$ cat src/rtl/lbse_pkg.sv
// Shared types and constants for the label boundary segment extractor.
// No dependencies; used by every other file of the block but lbse_ram.
`default_nettype none

package lbse_pkg;

   localparam int COORD_BITS  = 13;
   localparam int ROW_BITS    = 12;
   localparam int NUM_SIDES   = 4;
   localparam int QUEUE_DEPTH = 4;

   typedef logic [COORD_BITS-1:0] coord_type;
   typedef logic [ROW_BITS-1:0]   row_type;
   typedef logic [NUM_SIDES-1:0]  side_mask_type;
   typedef logic [1:0]            csr_index_type;

   typedef enum logic [1:0] {
      SIDE_RIGHT  = 2'd0,
      SIDE_LEFT   = 2'd1,
      SIDE_TOP    = 2'd2,
      SIDE_BOTTOM = 2'd3
   } side_type;

   localparam csr_index_type CSR_FRAME_WIDTH  = 2'd0;
   localparam csr_index_type CSR_FRAME_HEIGHT = 2'd1;

   localparam coord_type FRAME_RESET = 13'd1024;
   localparam coord_type MAX_ROWS    = 13'd4096;

   // one examined pixel: position and the sides that lie on a boundary
   typedef struct packed {
      coord_type     x;
      coord_type     y;
      side_mask_type sides;
   } seg_pos_type;

endpackage

`default_nettype wire

$ cat src/rtl/lbse_queue.sv
// Short FIFO of classified pixels between front and back ends.
// Depends on lbse_pkg.
`default_nettype none

module lbse_queue #(
   parameter int LABEL_BITS = 16
) (
   input  wire logic                  clock,
   input  wire logic                  reset,
   input  wire logic                  push,
   input  wire logic [LABEL_BITS-1:0] push_label,
   input  wire lbse_pkg::seg_pos_type push_pos,
   output logic                       full,
   input  wire logic                  pop,
   output logic                       empty,
   output logic [LABEL_BITS-1:0]      head_label,
   output lbse_pkg::seg_pos_type      head_pos
);

   localparam int PW = $clog2(lbse_pkg::QUEUE_DEPTH);

   logic [LABEL_BITS-1:0]  label_ff [lbse_pkg::QUEUE_DEPTH];
   lbse_pkg::seg_pos_type  pos_ff   [lbse_pkg::QUEUE_DEPTH];
   logic [PW-1:0]          wr_ptr_ff, rd_ptr_ff;
   logic [PW:0]            count_ff, count_in;

   assign full       = (count_ff == (PW+1)'(lbse_pkg::QUEUE_DEPTH));
   assign empty      = (count_ff == '0);
   assign head_label = label_ff[rd_ptr_ff];
   assign head_pos   = pos_ff[rd_ptr_ff];

   always_comb begin
      count_in = count_ff;
      if (push && !pop) begin
         count_in = count_ff + (PW+1)'(1);
      end else if (pop && !push) begin
         count_in = count_ff - (PW+1)'(1);
      end
   end

   always_ff @(posedge clock) begin
      if (reset) begin
         wr_ptr_ff <= '0;
         rd_ptr_ff <= '0;
         count_ff  <= '0;
      end else begin
         if (push) begin
            wr_ptr_ff <= wr_ptr_ff + PW'(1);
         end
         if (pop) begin
            rd_ptr_ff <= rd_ptr_ff + PW'(1);
         end
         count_ff <= count_in;
      end
   end

   always_ff @(posedge clock) begin
      if (push) begin
         label_ff[wr_ptr_ff] <= push_label;
         pos_ff[wr_ptr_ff]   <= push_pos;
      end
   end

endmodule

`default_nettype wire

$ cat config.mk
export PLATFORM = sky130hd
export DESIGN_NAME = lbse_queue
export DESIGN_NICKNAME = d
export VERILOG_FILES = /design/src/rtl/lbse_pkg.sv /design/src/rtl/lbse_queue.sv
export SDC_FILE = /design/constraint.sdc
export NUM_CORES = 1
export LEC_CHECK = 0
export BUFFER_PORTS_ARGS = -buffer_cell sky130_fd_sc_hd__buf_2
export CORE_ASPECT_RATIO = 1.5
export CORE_MARGIN = 2
export CORE_UTILIZATION = 58
export DETAILED_ROUTE_END_ITERATION = 12
export PLACE_DENSITY = 0.85
export SLEW_MARGIN = 5
export SYNTH_ARGS = -nofsm -noshare
export SYNTH_HDL_FRONTEND = slang
export SYNTH_SLANG_ARGS = --single-unit
$ cat constraint.sdc
create_clock -name clock -period 6 [get_ports clock]
set_input_delay 0 -clock clock [delete_from_list [all_inputs] [get_ports clock]]
set_output_delay 0 -clock clock [all_outputs]
set_load 0.02 [all_outputs]
After elaboration in Yosys (flattened, before gate mapping). Memories as Yosys holds them, arrays and structs flattened. A register that Yosys moved wholly into a read port is not among the register bits. Index checks and enable logic that the tools add are counted.

Word-level logic and storage cells: 24. RAM bits: 184. Input port bits: 50. Flip-flop bits (word level): 7. Memories: 2.

Memories: pos_ff (depth 4, width 30, read ports 1, clocked after Yosys merged registers in 1, wr ports 1, line lbse_queue.sv:23) `lbse_pkg::seg_pos_type pos_ff [lbse_pkg::QUEUE_DEPTH];`; label_ff (depth 4, width 16, read ports 1, clocked after Yosys merged registers in 1, wr ports 1, line lbse_queue.sv:22) `logic [LABEL_BITS-1:0] label_ff [lbse_pkg::QUEUE_DEPTH];`.

Equality and inequality tests: 1. Multiplexer cells: 8. Add/subtract/negate cells: 4. Reductions and logical operators: 6.

Operator list (number): $mux W2 (4); $mux W3 (2); $add A2 B1 Y2 const B (2); $add A3 B1 Y3 const B (1); $eq A3 B3 Y1 const B (1); $logic_not A3 Y1 (1); $sub A3 B1 Y3 const B (1); $logic_and A1 B1 Y1 (2); $logic_not A1 Y1 (2); $mux W1 (2); $reduce_bool A2 Y1 (1).

Logic depth before layout (Yosys ltp). Gate-level depths: netlist (run 1).

Word-level depth: 4. Depth in mapped cells: 7. Mapped depth without buffers: 7.

Least setup slack after synthesis (run 1). Ideal clock, no wire load.

Kind: reg2reg. Start point: register wr_ptr_ff[0]. End point: memory label_ff[2][0], enable pin. Path buffers: 0. Stages on the path, launching flop included: 4. Setup slack: 3947 ps. Arrival time: 1645 ps. Cell sequence: dfxtp_1 -> inv_1 -> ha_1 -> and2_1.

RTL lines: start, declared (line lbse_queue.sv:24) `logic [PW-1:0] wr_ptr_ff, rd_ptr_ff;`; start signal, assigned (line lbse_queue.sv:48) `wr_ptr_ff <= wr_ptr_ff + PW'(1);`; end, declared (line lbse_queue.sv:22).

Straight into the memory's write port.

==> summary.txt, run 1 <==
Logic synthesis
  • Most frequent cell after synthesis: edfxtp_1
  • Post-synthesis net count: 340
  • Share of synthesized flip-flops with an asynchronous set or reset: 0
  • Yosys top cell area share: 0.775
  • Top cells by area, synth: edfxtp_1 (78%), mux4_2 (13%), dfxtp_1 (2.5%), mux4_1 (2.2%), buf_12 (1.1%)
  • Flop and latch count out of synthesis: 193
  • Post-synth EDFFs: 184
  • Synth cell count leaders: edfxtp_1 (184), mux4_2 (40), dfxtp_1 (9)
  • Biggest area consumer among synthesized cells: edfxtp_1
  • Synth Area per Inst: 25.1 um2
  • Synth warn: 0
  • Synth cell types: 23
  • Main synth FF type: edfxtp_1
  • Register area share after synthesis: 0.800
  • Post-Syn Instances: 284
  • Mapped Area: 7130 um2

Global route
  • Total grt overflow: 0
  • Vias in the first global route: 3,659
  • Initial antenna violation count: 1
  • Global-route wire length before repair: 20,800 um
  • Largest net degree at the start of global routing: 47
  • Total GRT Usage: 0.222

Finish
  • FF/Latch Area: 5710 um2
  • P&R area growth vs syn: 23.8%
  • Fill cells: 694
  • Final instance area: 8830 um2
  • Finished Core Util: 0.734
  • Total Nets Final: 499
  • Share of cells above drive strength 1: 0.393
  • Multi-input logic area: 1290 um2

Routing
  • Metal3 WL: 593 um
  • DRT Pass-1 Iters: 4
  • Top Metal Used: met4
  • Met2 routed WL: 7480 um
  • Routed Antenna Nets: 0
  • Drt drc: 0
  • WL final: 13,600 um
  • Routed WL per cell: 22.3 um
  • Routed vias: 3,433
  • DR iter-0 viols: 221
  • Metal1 wirelength: 5200 um
  • Vias per inst: 5.63

Clock tree
  • CTS sink count: 193
  • CTS buffer count: 17
  • H-Tree Level Count: 4
  • Post-CTS Resized: 0
  • Post-CTS setup buffers: 0
  • Root buf cell: clkbuf_16
  • CTS clk-pin slew, worst paths: 0.07 ns
  • Clk_lat worst skew: 0.42 ns
  • CTS tree: done
  • Hold-fix buffers, CTS: 50
  • Clock Path Buffers: 2

Placement
  • Final GP Congestion: 0.728
  • Pre-CTS setup slack: 4.05 ns
  • Placed instance area: 7730 um2
  • I/O Buffers: 97
  • Post-DP HPWL: 7610 um

Floorplanning
  • Die Ht: 140 um
  • Die X: 94.5 um
  • Die area: 13,200 um2
  • I/O pin count: 98
  • Initial Util: 0.593
  • Standard-cell rows: 49
  • Core region area: 12,000 um2

STA
  • Tightest Pin Transition: 1.17 ns
  • Clk_skew: 0.0121 ns
  • Total negative slack: 0 ns
  • Rel. slew slack: 0.223
  • RSZ-0062 raised after global routing: no
  • Final period util: 0.373
  • Final worst path period need: 2.24 ns
  • Setup WS post-layout: 3.76 ns
  • Final hold vios: 0
  • Max Slew Vio Count: 0
  • Setup-failing EPs final: 0
  • Max Freq: 0.447 GHz

Critical path
  • Startpoint types: register
  • Buf+Inv Stages, Crit Path: 1
  • Crit-path leading delay family: flip-flops
  • CP Class: register to output port
  • Critical-path cell list: mux4_1, buf_2
  • CP Data Arrival Time: 2.24 ns
  • Setup crit end kind: output port
  • CP max-delay cell: dfxtp_4
  • Worst Path Max Fanout: 46
  • Critical Path RT: 6.00 ns
  • Max incr delay on CP: 0.95 ns

Power and ir drop
  • LEAKAGE: 0.00306 uW
  • PD cells: 345 nW/um2
  • Pwr Total: 3040 uW
  • Max IR drop VDD: 0.000271 V

Run status
  • Status: finished, final reports clean

Flow run
  • Max cap viols: 0

Hold path
  • HP Class: primary input to register
==> final cells by class <==
type	count	share of cell area
clock buffers	17	0.0482
inverters	4	0.00170
flip-flops and latches	193	0.647
clock inverters	15	0.0194
repair buffers	151	0.115
well taps	153	0.0217
multi-input cells	76	0.147
diodes	1	0.000284
==> worst paths after layout <==
kind	start	slack, ns	endpoint	depth (start not counted)
max reg2reg	wr_ptr_ff[1]$_SDFFE_PP0P_	4.00	pos_ff[1][27]$_DFFE_PP_	4
min reg2reg	count_ff[2]$_SDFFE_PP0P_	0.51	count_ff[2]$_SDFFE_PP0P_	2
min	push_pos[4]	0.33	pos_ff[0][4]$_DFFE_PP_	2
max	register	3.76	head_label[3]	2
==> where the power goes <==
part / internal [uW] / switching [uW] / total [uW]
sequential: 1550 / 48.9 / 1590
combinational: 151 / 172 / 323
clock: 627 / 497 / 1120
total: 2320 / 718 / 3040
==> cell usage in the layout, fill, tap and decap left out, drive strengths merged, types with 3 or more instances in the layout <==
cell type	instances
nor2	7
edfxtp	184
clkbuf	17
and2	4
inv	11
clkinvlp	3
clkinv	3
dfxtp	9
dlygate4sd3	50
xor2	3
mux4	46
ha	5
buf	101
==> kinds of logic after synthesis <==
logic type      after synthesis  share of synthesized area
xor+xnor                      5                    0.00614
simple gates                 15                     0.0104
mux                          48                      0.151
flops                       193                      0.800
buf+inv                      15                     0.0190
fa+ha+maj                     6                     0.0116
compound gates                2                    0.00140
==> metrics by stage <==
step                      hold slack [ns]  cells
final                               0.325    610
after global routing                0.327    610
after CTS                           0.308    609
after detailed placement            0.217    527
after global placement              0.209    527
after floorplan                    0.0989    284
==> layer usage <==
layer  GRT usage  vias up
met2       0.377      112
met4      0.0854        0
met3      0.0509       22
met5           0        -
li1            -     1519
met1       0.279     1780
==> worst register-to-register path: cells and delay by family (launching register included) <==
kind | cells | cell delay [ns]
flip-flops | 1 | 0.35
AND/OR/NAND/NOR | 1 | 0.52
adder cells (fa/ha/maj) | 1 | 0.19
buffers and inverters | 2 | 0.58
==> registers in the layout (all words and copies together), names as in the netlist, named ones only <==
| name | count |
|---|---|
| pos_ff | 120 |
| label_ff | 64 |
| count_ff | 3 |
| rd_ptr_ff | 2 |
| wr_ptr_ff | 2 |
Power figures use the tool's default switching activity.
==> run 2, diff against run 1 <==
- CORE_UTILIZATION: 58 -> 57
- PLACE_DENSITY: 0.85 -> 0.84
- clock period: 6 -> 2.3 ns (I/O delays scaled with it)
==> summary.txt, run 2 (synthesis results as in run 1) <==
Power and ir drop
  • Max IR drop VDD: 0.000763 V (+180%)
  • PD cells: 891 nW/um2 (+160%)
  • Sw Ratio: 0.226 (-0.0101)
  • Internal power: 6170 uW (+170%)
  • Logic gate share of total power: 0.118 (+0.012)
  • Sequential share of power: 0.515 (-0.009)
  • LEAKAGE: 0.00312 uW (+1.8%)
  • Proportion of power drawn by the clock network: 0.367 (-0.003)
  • Pwr Total: 7970 uW (+160%)
  • Psw: 1800 uW (+150%)

Clock tree
  • Post-CTS Resized: 0 (unchanged)
  • Root buf cell: clkbuf_16
  • H-Tree Level Count: 4 (unchanged)
  • Clk_lat worst skew: 0.42 ns (about the same)
  • CTS tree: done
  • Clock Path Buffers: 2 (unchanged)
  • CTS sink count: 193 (unchanged)
  • CTS clk-pin slew, worst paths: 0.06 ns (about the same)
  • CTS buffer count: 17 (unchanged)

Finish
  • Largest register FFs: 120 (unchanged)
  • Fill cells: 667 (-3.9%)
  • Most frequent cells in the layout: edfxtp_1 (184), buf_2 (97), dlygate4sd3_1 (50), mux4_2 (40), clkbuf_16 (17)
  • P&R area growth vs syn: 25.4%
  • Total Nets Final: 507 (+1.6%)
  • Most flops, register: pos_ff
  • Most common cell after layout, fill and taps aside: edfxtp_1
  • Finished Core Util: 0.726 (-0.00880)
  • Diodes inserted: 0 (-1)
  • Share of cells above drive strength 1: 0.395 (+0.00270)
  • Biggest regs: pos_ff: 120 flops, label_ff: 64 flops, count_ff: 3 flops

Floorplanning
  • Die X: 95.3 um (+0.84%)
  • I/O pin count: 98 (unchanged)
  • Die area: 13,400 um2 (+1.7%)
  • Standard-cell rows: 50 (+2.0%)
  • Core region area: 12,300 um2 (+2.6%)
  • Die Ht: 141 um (+0.85%)
  • Initial Util: 0.578 (-0.0148)

Placement
  • Final GP Congestion: 0.747 (+2.6%)
  • Post-DP HPWL: 8410 um (+11%)
  • I/O Buffers: 97 (unchanged)
  • Pre-CTS setup slack: 0.594 ns (-3.45 ns)

STA
  • Total negative slack: 0 ns (unchanged)
  • RSZ-0062 raised after global routing: no
  • Worst hold slack: 0.329 ns (+0.00337 ns)
  • Rel. slew slack: 0.649 (+0.426)
  • Clk_skew: 0.0123 ns (+0.000197 ns)
  • Final period util: 0.883
  • Max Slew Vio Count: 0 (unchanged)
  • Setup-failing EPs final: 0 (unchanged)
  • Final hold vios: 0 (unchanged)
  • Max Freq: 0.493 GHz
  • Final worst path period need: 2.03 ns
  • Tightest Pin Transition: 0.527 ns (-0.639 ns)
  • Setup WS post-layout: 0.270 ns (-3.49 ns)

Global route
  • Largest net degree at the start of global routing: 31 (-34%)
  • Initial antenna violation count: 0 (-1)
  • Total grt overflow: 0 (unchanged)
  • Global-route wire length before repair: 21,200 um (+1.9%)
  • Vias in the first global route: 3,708 (+1.3%)
  • Total GRT Usage: 0.227 (+0.00531)

Critical path
  • Worst Path Max Fanout: 22 (-52%)
  • CP Data Arrival Time: 2.03 ns (-0.21 ns)
  • Startpoint types: register
  • Critical Path RT: 2.30 ns (-3.70 ns)
  • Worst reg-to-reg path cell count: 4 (unchanged)
  • CP Class: register to output port
  • Setup crit end kind: output port

Routing
  • WL final: 14,100 um (+3.7%)
  • Drt drc: 0 (unchanged)
  • Routed vias: 3,485 (+1.5%)
  • DR iter-0 viols: 208 (-5.9%)
  • Routed WL per cell: 22.7 um (+2.2%)
  • Routed Antenna Nets: 0 (unchanged)
  • DRT Pass-1 Iters: 4 (unchanged)
  • Vias per inst: 5.63 (about the same)

Run status
  • Status: finished, final reports clean

Hold path
  • Hold depth: 2 (unchanged)
  • HP Class: primary input to register

Flow run
  • Max cap viols: 0 (unchanged)
==> run 2: cell count changes in the layout (fill, tap and decap cells not counted), moves of 2 or more <==
| cell | change |
|---|---|
| buf_12 | +5 |
| buf_4 | +3 |
| clkbuf_1 | +2 |
| inv_6 | -2 |
| inv_8 | -2 |
==> run 2: routing by layer <==
layer / up-vias / GRT usage / part of all wire
li1: 1534 / - / -
met1: 1820 / 0.287 / 0.37
met2: 119 / 0.378 / 0.57
met3: 12 / 0.0641 / 0.047
met4: 0 / 0.0809 / 0.014
met5: - / 0 / 0
==> run 2: final cells by class <==
| type | instances | area, um2 | area share |
|---|---|---|---|
| clock buffer | 19 | 433 | 0.0484 |
| clock inverter | 12 | 158 | 0.0176 |
| inverter | 4 | 15.0 | 0.00168 |
| multi-input combinational | 76 | 1290 | 0.145 |
| sequential | 193 | 5710 | 0.639 |
| tap | 156 | 195 | 0.0218 |
| timing repair buffer | 159 | 1140 | 0.127 |
==> run 2: through the flow <==
stage / area, um2 / std cells
floorplan: 7130 / 284
global placement: 7850 / 538
detailed placement: 7850 / 538
CTS: 8940 / 619
global route: 8940 / 619
finish: 8940 / 619
==> run 2: what timing repair did <==
action                                 CTS  global route
endpoints found under the hold margin  193             0
hold buffers                            50             0
setup buffers                            0             0
setup endpoints to repair                0             0
==> run 2: path summary, 6_finish.rpt <==
| kind | endpoint | slack [ns] | startpoint |
|---|---|---|---|
| worst min register to register | count_ff[2]$_SDFFE_PP0P_ | 0.51 | count_ff[2]$_SDFFE_PP0P_ |
| worst max-delay path | head_label[3] | 0.27 | register |
| worst max register to register | label_ff[2][0]$_DFFE_PP_ | 0.57 | wr_ptr_ff[0]$_SDFFE_PP0P_ |
| worst min-delay path | label_ff[1][12]$_DFFE_PP_ | 0.33 | push_label[12] |
==> run 2: power groups by stage <==
stage	combinational, uW	sequential, uW	clock (uW)
5_1_grt	1000	4120	3100
2_1_floorplan	586	4140	0
4_1_cts	950	4110	2970
3_3_place_gp	843	4160	0
3_5_place_dp	866	4180	0
6_report	938	4110	2920
==> run 2: worst max-delay path, cell delays in order (launching register included) <==
cell,delay [ns]
dfxtp_4,0.55
buf_12,0.26
mux4_1,0.61
buf_2,0.18
