<file path="config.mk">
export PLATFORM = sky130hd
export DESIGN_NAME = lbse_back
export DESIGN_NICKNAME = d
export VERILOG_FILES = /design/src/rtl/lbse_pkg.sv /design/src/rtl/lbse_back.sv
export SDC_FILE = /design/constraint.sdc
export NUM_CORES = 1
export LEC_CHECK = 0
export BUFFER_PORTS_ARGS = -buffer_cell sky130_fd_sc_hd__buf_2
export CAP_MARGIN = 30
export CORE_MARGIN = 1
export CORE_UTILIZATION = 23
export DETAILED_ROUTE_END_ITERATION = 7
export GPL_TIMING_DRIVEN = 0
export PLACE_DENSITY = 0.51
export SLEW_MARGIN = 10
export SYNTH_ARGS = -nofsm -noshare
export SYNTH_HDL_FRONTEND = slang
export SYNTH_SLANG_ARGS = --single-unit
export TNS_END_PERCENT = 100
</file>
<file path="constraint.sdc">
create_clock -name clock -period 4.57 [get_ports clock]
set_input_delay 0.2285 -clock clock [delete_from_list [all_inputs] [get_ports clock]]
set_output_delay 0.2285 -clock clock [all_outputs]
set_load 0.005 [all_outputs]
</file>
<file path="src/rtl/lbse_pkg.sv">
// Shared types and constants for the label boundary segment extractor.
// No dependencies; used by every other file of the block but lbse_ram.
`default_nettype none

package lbse_pkg;

   localparam int COORD_BITS  = 13;
   localparam int ROW_BITS    = 12;
   localparam int NUM_SIDES   = 4;
   localparam int QUEUE_DEPTH = 4;

   typedef logic [COORD_BITS-1:0] coord_type;
   typedef logic [ROW_BITS-1:0]   row_type;
   typedef logic [NUM_SIDES-1:0]  side_mask_type;
   typedef logic [1:0]            csr_index_type;

   typedef enum logic [1:0] {
      SIDE_RIGHT  = 2'd0,
      SIDE_LEFT   = 2'd1,
      SIDE_TOP    = 2'd2,
      SIDE_BOTTOM = 2'd3
   } side_type;

   localparam csr_index_type CSR_FRAME_WIDTH  = 2'd0;
   localparam csr_index_type CSR_FRAME_HEIGHT = 2'd1;

   localparam coord_type FRAME_RESET = 13'd1024;
   localparam coord_type MAX_ROWS    = 13'd4096;

   // one examined pixel: position and the sides that lie on a boundary
   typedef struct packed {
      coord_type     x;
      coord_type     y;
      side_mask_type sides;
   } seg_pos_type;

endpackage

`default_nettype wire

</file>
<file path="src/rtl/lbse_back.sv">
// Back end: expands a queued pixel into segments, one per cycle unless stalled.
// Depends on lbse_pkg; reads the head of lbse_queue and drives the response port.
`default_nettype none

module lbse_back #(
   parameter int LABEL_BITS = 16
) (
   input  wire logic                  clock,
   input  wire logic                  reset,
   input  wire logic                  empty,
   input  wire logic [LABEL_BITS-1:0] head_label,
   input  wire lbse_pkg::seg_pos_type head_pos,
   output logic                       pop,
   output logic                       rsp_valid,
   input  wire logic                  rsp_ready,
   output logic [LABEL_BITS-1:0]      rsp_seg_label,
   output lbse_pkg::coord_type        rsp_start_x,
   output lbse_pkg::coord_type        rsp_start_y,
   output lbse_pkg::coord_type        rsp_end_x,
   output lbse_pkg::coord_type        rsp_end_y,
   output logic [1:0]                 rsp_side,
   output logic                       rsp_last
);

   lbse_pkg::side_mask_type done_ff, done_in, remaining, sel_bit;
   lbse_pkg::side_type      sel;
   logic                    is_last, load;
   lbse_pkg::coord_type     x0, y0, x1, y1, sx, sy, ex, ey;

   logic                  rsp_valid_ff;
   logic [LABEL_BITS-1:0] label_ff;
   lbse_pkg::coord_type   sx_ff, sy_ff, ex_ff, ey_ff;
   lbse_pkg::side_type    side_ff;
   logic                  last_ff;

   assign remaining = head_pos.sides & ~done_ff;

   always_comb begin
      if (remaining[lbse_pkg::SIDE_RIGHT]) begin
         sel = lbse_pkg::SIDE_RIGHT;
      end else if (remaining[lbse_pkg::SIDE_LEFT]) begin
         sel = lbse_pkg::SIDE_LEFT;
      end else if (remaining[lbse_pkg::SIDE_TOP]) begin
         sel = lbse_pkg::SIDE_TOP;
      end else begin
         sel = lbse_pkg::SIDE_BOTTOM;
      end
   end

   assign sel_bit = lbse_pkg::side_mask_type'(1) << sel;
   assign is_last = (remaining & ~sel_bit) == '0;
   assign load    = !empty && (!rsp_valid_ff || rsp_ready);
   assign pop     = load && is_last;

   always_comb begin
      done_in = done_ff;
      if (load) begin
         done_in = is_last ? '0 : (done_ff | sel_bit);
      end
   end

   assign x0 = head_pos.x;
   assign y0 = head_pos.y;
   assign x1 = head_pos.x + lbse_pkg::coord_type'(1);
   assign y1 = head_pos.y + lbse_pkg::coord_type'(1);

   always_comb begin
      unique case (sel)
         lbse_pkg::SIDE_RIGHT: begin
            sx = x1; sy = y0; ex = x1; ey = y1;
         end
         lbse_pkg::SIDE_LEFT: begin
            sx = x0; sy = y0; ex = x0; ey = y1;
         end
         lbse_pkg::SIDE_TOP: begin
            sx = x0; sy = y0; ex = x1; ey = y0;
         end
         default: begin
            sx = x0; sy = y1; ex = x1; ey = y1;
         end
      endcase
   end

   always_ff @(posedge clock) begin
      if (reset) begin
         rsp_valid_ff <= 1'b0;
         done_ff      <= '0;
      end else begin
         done_ff <= done_in;
         if (load) begin
            rsp_valid_ff <= 1'b1;
         end else if (rsp_ready) begin
            rsp_valid_ff <= 1'b0;
         end
      end
   end

   always_ff @(posedge clock) begin
      if (load) begin
         label_ff <= head_label;
         sx_ff    <= sx;
         sy_ff    <= sy;
         ex_ff    <= ex;
         ey_ff    <= ey;
         side_ff  <= sel;
         last_ff  <= is_last;
      end
   end

   assign rsp_valid     = rsp_valid_ff;
   assign rsp_seg_label = label_ff;
   assign rsp_start_x   = sx_ff;
   assign rsp_start_y   = sy_ff;
   assign rsp_end_x     = ex_ff;
   assign rsp_end_y     = ey_ff;
   assign rsp_side      = side_ff;
   assign rsp_last      = last_ff;

endmodule

`default_nettype wire

</file>
Word-level counts from Yosys, hierarchy flattened
Index checks and enable logic that the tools add are counted.
Widths: inputs -> output; s select.
{"block": "op_classes", "shift": 1, "order_cmp": 0, "muxes": 10, "multipliers": 0, "add_sub_neg": 2, "n_reduce_logical": 9, "n_eq_ne": 2, "n_div": 0, "bitwise_logic": 5}
{"operator": "$mux 13", "n": 4}
{"operator": "$add 13x1->13 const B", "n": 2}
{"operator": "$and 4x4->4", "n": 2}
{"operator": "$not 4->4", "n": 2}
{"operator": "$logic_not 4->1", "n": 1}
{"operator": "$mux 2", "n": 2}
{"operator": "$mux 4", "n": 1}
{"operator": "$or 4x4->4", "n": 1}
{"operator": "$shl 1x2->4 const A", "n": 1}
{"operator": "$mux 1", "n": 3}
{"operator": "$reduce_or 3->1", "n": 1}
{"operator": "$eq 2x1->1 const B", "n": 1}
{"operator": "$eq 2x2->1 const B", "n": 1}
{"operator": "$logic_and 1x1->1", "n": 2}
{"operator": "$logic_not 1->1", "n": 2}
{"operator": "$logic_not 2->1", "n": 1}
{"operator": "$reduce_bool 2->1", "n": 1}
{"operator": "$logic_or 1x1->1", "n": 1}
{"block": "totals", "latchBits": 0, "in_bits": 50, "n_memories": 0, "mem_bits_rw": 0, "output_inout_bits": 73, "regBits": 76, "mem_bits_ro": 0, "wordCells": 38}

Logic depth before layout (Yosys ltp)
Gate-level depths: netlist (run 1).
{"block": "logic_depth", "word_depth": 10, "mapped_depth": 6, "ltp_nobuf": 5}

Worst setup path after synthesis (run 1)
No wires, ideal clock.
{"block": "synth_path", "kind": "register -> output", "startpoint": "register rsp_valid_ff, in the netlist rsp_valid", "endpoint": "output pop", "path_buffers": 1, "stages_incl_launch_ff": 5, "slack_ns": 1.169, "required_time_ns": 4.342, "arrival_time_ns": 3.173, "path_cell_list": "dfxtp_1 > nand2b_1 > nor2b_1 > clkbuf_1 > o2111a_2"}
{"block": "synth_via", "elab_chain_len": 4}
{"element": "start: declaration", "line": "lbse_back.sv:30", "rtl": "logic rsp_valid_ff;"}
{"element": "start signal: assignment", "line": "lbse_back.sv:86", "rtl": "rsp_valid_ff <= 1'b0;"}
{"element": "start signal: assignment", "line": "lbse_back.sv:91", "rtl": "rsp_valid_ff <= 1'b1;"}
{"element": "start signal: assignment", "line": "lbse_back.sv:93", "rtl": "rsp_valid_ff <= 1'b0;"}
{"element": "$logic_not 1->1", "line": "lbse_back.sv:52", "rtl": "assign load = !empty && (!rsp_valid_ff || rsp_ready);"}
{"element": "$logic_or 1x1->1", "line": "lbse_back.sv:52"}
{"element": "$logic_and 1x1->1", "line": "lbse_back.sv:52"}
{"element": "net load", "line": "lbse_back.sv:27", "rtl": "logic is_last, load;"}
{"element": "$logic_and 1x1->1", "line": "lbse_back.sv:53", "rtl": "assign pop = load && is_last;"}
{"element": "end: declaration", "line": "lbse_back.sv:13", "rtl": "output logic pop,"}
The timed path passes the listed nets, and every way through them passes these cells.

Worst setup path after layout (run 1)
Ends and elaborated chain as after synthesis.

==> reports/qor.csv, run 1 <==
metric;value;unit
outcome;complete, no violations;
Initial Utilization;23.9;%
Yosys cell types;34;
end-of-flow core utilization;32.4;%
Period Utilization, post-route;49.9;%
CP top delay family;buffers and inverters;
Final Max Tran Viols;0;
worst skew pair latency;0.34;ns
layout cells sized above 1;44.6;%
ANT cells;0;
ys flop type;edfxtp_1;
Core Footprint;0.0141;mm^2
initial DRC count;76;
initial antenna violation count;0;
number of setup buffers added after CTS;0;
Seq/Total Area, Yosys;66.1;%
crit path buf inv count;3;
wire per inst;13.7;um
number of antenna-violating nets in the routed design;0;
post-DR vias/cell;4.09;
Max Fclk;0.439;GHz
# IOs;123;
vias in the first global route;2205;
multi-input logic area;0.00110;mm^2
crit path max fanout;44;
Worst slew margin;64.4;%
pwr/cell area;400;mW/mm^2
max-cap viol count;0;
CTS Buffer Depth;2;
Non-Filler Instances;557;
post-CTS sizing;0;
Setup TNS;0;ns
IO Port Bufs;120;
largest stage delay on the critical path;0.44;ns
Area Overhead vs Synth;35.2;%
placed cell areas;0.00423;mm^2
final WL;7620;um
Setup Skew;0.00399;ns
Final Setup Violations;0;
leakage;1.83;nW
top-area cell type share of the netlist area;63.2;%
Non-Filler Cell Area, Final;0.00457;mm^2
synthesis-stage register bit count;76;
Synthesized Nets;292;
DP Wirelength;5680;um
GRT Total Usage;10.4;%
Remaining Overflow, GRT;0;
H-Tree Depth;3;
row count;43;
CTS tree;done;
most common cell in the synthesized netlist;edfxtp_1;
WS Path Type;reg2out;
Area contributors post-synth;edfxtp_1, xor2_1, xnor2_1;
WP data required;4.34;ns
Routability Congestion;0.682;
placed insts;541;
Final min period;2.28;ns
cell taking the most area after synthesis;edfxtp_1;
Post-Syn Area;0.00338;mm^2
total power;1.82;mW
CP max-delay cell;clkbuf_4;
Fill cells;1457;
critical path startpoint category;flop;
first drt pass iteration count;4;
largest net degree at the start of global routing;45;
register area;0.00223;mm^2
syn_area_per_cell;14.1;um^2
TritonCTS Buffers;9;
Synth Warn #;0;
worst path arrival time;2.05;ns
worst-path cell chain;nand2b_1, nor2b_1, clkbuf_4, buf_12, o2111a_2, buf_2;
worst slew pin tran;0.532;ns
Hold Fails Final Rpt;0;
crit path capture type;output pin;
EDFF count, synth;71;
final setup margin;2.29;ns
die area;0.0152;mm^2
Die Y;123;um
Post-Syn Instances;240;
routed vias;2280;
die extent in x;123;um
hold-fix buffers at CTS;0;
commonest cells in the synthesized netlist;edfxtp_1, xor2_1, nand2_1;
Hold WS;0.0669;ns
pre-CTS WS;2.53;ns
Async S/R FF share, synth;0;%
min-delay worst type;in2reg;
DRC violations left;0;
unrepaired setup endpoints after global routing;false;
Layout Nets;424;
first-pass GRT wire length;11300;um
clock slew at reported path FFs;0.06;ns
clock sinks;76;
Root Buffer;clkbuf_16;
maximum vdd drop;0.168;mV
[worst register-to-register path: cells and delay by family, from the launching register on]
| kind | cells | cell delay [ns] |
|---|---|---|
| AND/OR/NAND/NOR | 3 | 0.25 |
| buffers and inverters | 2 | 0.74 |
| AO/OA/AOI/OAI | 1 | 0.34 |
| flip-flops | 1 | 0.31 |
[cells in the final DEF, fill, tap and decap left out, drive strengths merged]
cell type	n
or2	2
inv	1
or3	1
nand2b	5
dfxtp	5
nand2	24
edfxtp	71
and2b	1
o2111ai	1
ha	2
nor2	18
buf	127
a21oi	7
nor3	16
nor4	1
bufinv	3
maj3	1
o21ai	1
nand3	14
xnor2	20
clkinvlp	1
o2111a	1
clkbuf	11
nor2b	4
and3	4
mux2	1
nand4	5
clkinv	1
xor2	28
[cell type report]
| class | instances | area share (%) |
|---|---|---|
| repair buffers | 121 | 13.6 |
| clock buffers | 10 | 5.02 |
| well taps | 180 | 4.93 |
| flip-flops and latches | 76 | 48.9 |
| multi-input cells | 157 | 24.1 |
| clock inverters | 6 | 2.44 |
| plain buffers | 7 | 1.07 |
[flip-flops by register name, summed over array words and instances, names as in the netlist]
register and flops:
rsp_last 1, rsp_start_x 13, rsp_seg_label 16, rsp_start_y 13
done_ff 4, rsp_end_y 13, rsp_end_x 13, rsp_side 2
rsp_valid 1
[report_power, final]
group | internal [mW] | switching [mW] | total [mW]
sequential | 0.817 | 0.0113 | 0.828
clock | 0.534 | 0.281 | 0.815
combinational | 0.0770 | 0.104 | 0.181
total | 1.43 | 0.396 | 1.82
[path summary, 6_finish.rpt]
kind | start | to | slack, ns | depth (start not counted)
setup reg to reg | rsp_valid | done_ff[0] | 2.83 | 6
setup / recovery | rsp_valid | pop | 2.29 | 6
hold / removal | head_label[7] | rsp_seg_label[7] | 0.07 | 1
hold reg to reg | done_ff[3] | done_ff[3] | 0.49 | 2
[kinds of logic after synthesis]
logic type,share of synthesized area [%]
buffers and inverters,1.33
XOR/XNOR,12.5
adder cells (fa/ha/maj),1.07
multiplexers,0.334
AO/OA/AOI/OAI,2.00
AND/OR/NAND/NOR,16.7
flip-flops,66.1
[metal layers]
| layer | global-route usage, % | wire length (um) |
|---|---|---|
| met2 | 16.0 | 3460 |
| met3 | 4.70 | 548 |
| met1 | 12.7 | 3520 |
| met5 | 0 | 0 |
| met4 | 3.84 | 93 |
Power figures use the tool's default switching activity.
==> run 2: changes to the inputs <==
Settings changed: ABC_AREA set to 1.
Clock period 4.57 ns to 2.2 ns, I/O delays scaled along.
==> run 2 against run 1 <==
  * Sequential power increased by 110%
  * Largest power group unchanged
  * Power increased by 100%
  * Clock power increased by 75%
  * Register-to-register slack got worse by 2.3 ns
  * Routed wire length increased by 13%
  * Flip-flop and latch count unchanged
  * Via count increased by 28%
  * Setup slack got worse by 1.9 ns
==> reports/qor.csv, run 2 <==
metric;value;unit
outcome;complete, no violations;
worst hold path stage count;3;
wire per inst;12.3;um
leakage;2.21;nW
r2r endpoint;rsp_seg_label[12];
number of setup buffers added after CTS;0;
final setup margin;0.355;ns
Area contributors post-synth;edfxtp_1, nand2_1, nand3_1;
Setup Skew;0.00584;ns
FF-to-FF path depth;2;
placed insts;662;
number of antenna-violating nets in the routed design;0;
pwr/cell area;749;mW/mm^2
CTS Buffer Depth;2;
Initial Utilization;23.5;%
Hold WS;0.0947;ns
Max Fclk;0.542;GHz
ANT cells;0;
# IOs;123;
Post-Syn Area;0.00356;mm^2
Post-Syn Instances;350;
Area Overhead vs Synth;38.2;%
post-DR vias/cell;4.20;
top-area cell type share of the netlist area;59.9;%
post-CTS sizing;0;
reg-to-reg slack, setup;0.58;ns
DRC violations left;0;
ys flop type;edfxtp_1;
Final Max Tran Viols;0;
worst r2r src;rsp_valid;
layout cells sized above 1;32.9;%
worst skew pair latency;0.34;ns
Hold Fails Final Rpt;0;
IO Port Bufs;122;
Worst slew margin;45.0;%
first drt pass iteration count;7;
Final Setup Violations;0;
DP Wirelength;6480;um
H-Tree Depth;3;
final WL;8580;um
worst path arrival time;1.74;ns
EDFF count, synth;71;
die area;0.0160;mm^2
Layout Nets;555;
Root Buffer;clkbuf_16;
crit path capture type;output pin;
crit path max fanout;23;
commonest non-fill, non-tap cell in the layout;buf_2;
commonest cells in the synthesized netlist;nand2_1, edfxtp_1, inv_1;
Yosys cell types;24;
initial antenna violation count;0;
Async S/R FF share, synth;0;%
most frequent cells in the layout;buf_2, nand2_1, edfxtp_1;
TritonCTS Buffers;9;
Synthesized Nets;402;
worst slew pin tran;0.823;ns
Remaining Overflow, GRT;0;
vias in the first global route;2849;
min-delay worst type;in2reg;
cell taking the most area after synthesis;edfxtp_1;
hold_sp;head_pos[16];
largest net degree at the start of global routing;29;
max-cap viol count;0;
WP data required;2.09;ns
placed cell areas;0.00446;mm^2
initial DRC count;186;
clock sinks;76;
die extent in x;126;um
syn_area_per_cell;10.2;um^2
Largest register FFs;16;
Routability Congestion;0.767;
Period Utilization, post-route;83.9;%
synthesis-stage register bit count;76;
GRT Total Usage;11.5;%
critical path startpoint category;flop;
hold-fix buffers at CTS;18;
Seq/Total Area, Yosys;62.7;%
CTS tree;done;
clock slew at reported path FFs;0.06;ns
hold path endpoint;rsp_end_y[12];
Synth Warn #;0;
Non-Filler Cell Area, Final;0.00492;mm^2
Die Y;126;um
maximum vdd drop;0.343;mV
Non-Filler Instances;696;
unrepaired setup endpoints after global routing;false;
WS Path Type;reg2out;
first-pass GRT wire length;14000;um
pre-CTS WS;0.565;ns
most common cell in the synthesized netlist;nand2_1;
Core Footprint;0.0151;mm^2
row count;45;
Final min period;1.85;ns
routed vias;2921;
-- run 2: cell count changes in the layout (fill, tap and decap cells not counted), moves of 5 or more --
cell	delta
dlygate4sd3_1	+18
o21ai_1	+11
xor2_1	-22
nor2_1	-5
nand2b_1	-5
nand2_1	+92
nor3_2	-10
o21ai_0	+15
xnor2_1	-12
nand3_1	+18
inv_2	+5
inv_1	+32
-- run 2: where the power goes --
part | switching [mW] | internal, mW
sequential | 0.0282 | 1.72
clock | 0.561 | 0.866
combinational | 0.294 | 0.218
total | 0.883 | 2.81
-- run 2: routing by layer --
layer | wire length, um | vias up | global-route usage, % | share of wire [%]
met1 | 3920 | 1337 | 14.2 | 46
met4 | 221 | 0 | 6.73 | 2.6
met5 | 0 | - | 0 | 0
met3 | 444 | 13 | 3.12 | 5.2
met2 | 3990 | 91 | 18.1 | 46
li1 | - | 1480 | - | -
-- run 2: worst max-delay path: stages (launching register included) --
cell	delay, ns
dfxtp_1	0.34
a21oi_4	0.67
nand3_1	0.19
inv_1	0.09
buf_2	0.11
-- run 2: kinds of logic after synthesis --
family | Yosys count | share of synthesized area [%]
and+or+nand+nor | 178 | 22.2
buffers and inverters | 45 | 5.58
adders and majority gates | 2 | 0.702
xor gates and xnor gates | 15 | 3.90
DFF | 76 | 62.7
AOI/OAI and AO/OA | 34 | 4.99
-- run 2: stage by stage --
step / total power [mW] / TNS [ns] / utilization, %
after floorplan: 2.03 / 0 / -
after global placement: 2.26 / -25.85 / 29.2
after detailed placement: 2.28 / 0 / 29.4
after CTS: 3.76 / 0 / 32.5
after global routing: 3.86 / 0 / 32.5
final: 3.69 / 0 / 32.5
-- run 2: final cells by class --
type	count	area, um^2
clock buffer	10	229
multi-input combinational	229	1140
sequential	76	2230
fill	1546	10200
tap	188	235
timing repair buffer	142	831
buffer	8	60.1
inverter	37	139
clock inverter	6	55.1
-- run 2: how the worst max path moves through the flow --
stage,start,to,slack [ns]
6_report,rsp_valid,pop,0.35
5_1_grt,rsp_valid,pop,0.18
4_1_cts,rsp_valid,pop,0.30
3_5_place_dp,rsp_valid,rsp_seg_label[3],0.57
3_3_place_gp,rsp_valid,done_ff[3],-0.57
2_1_floorplan,rsp_valid,done_ff[1],0.04
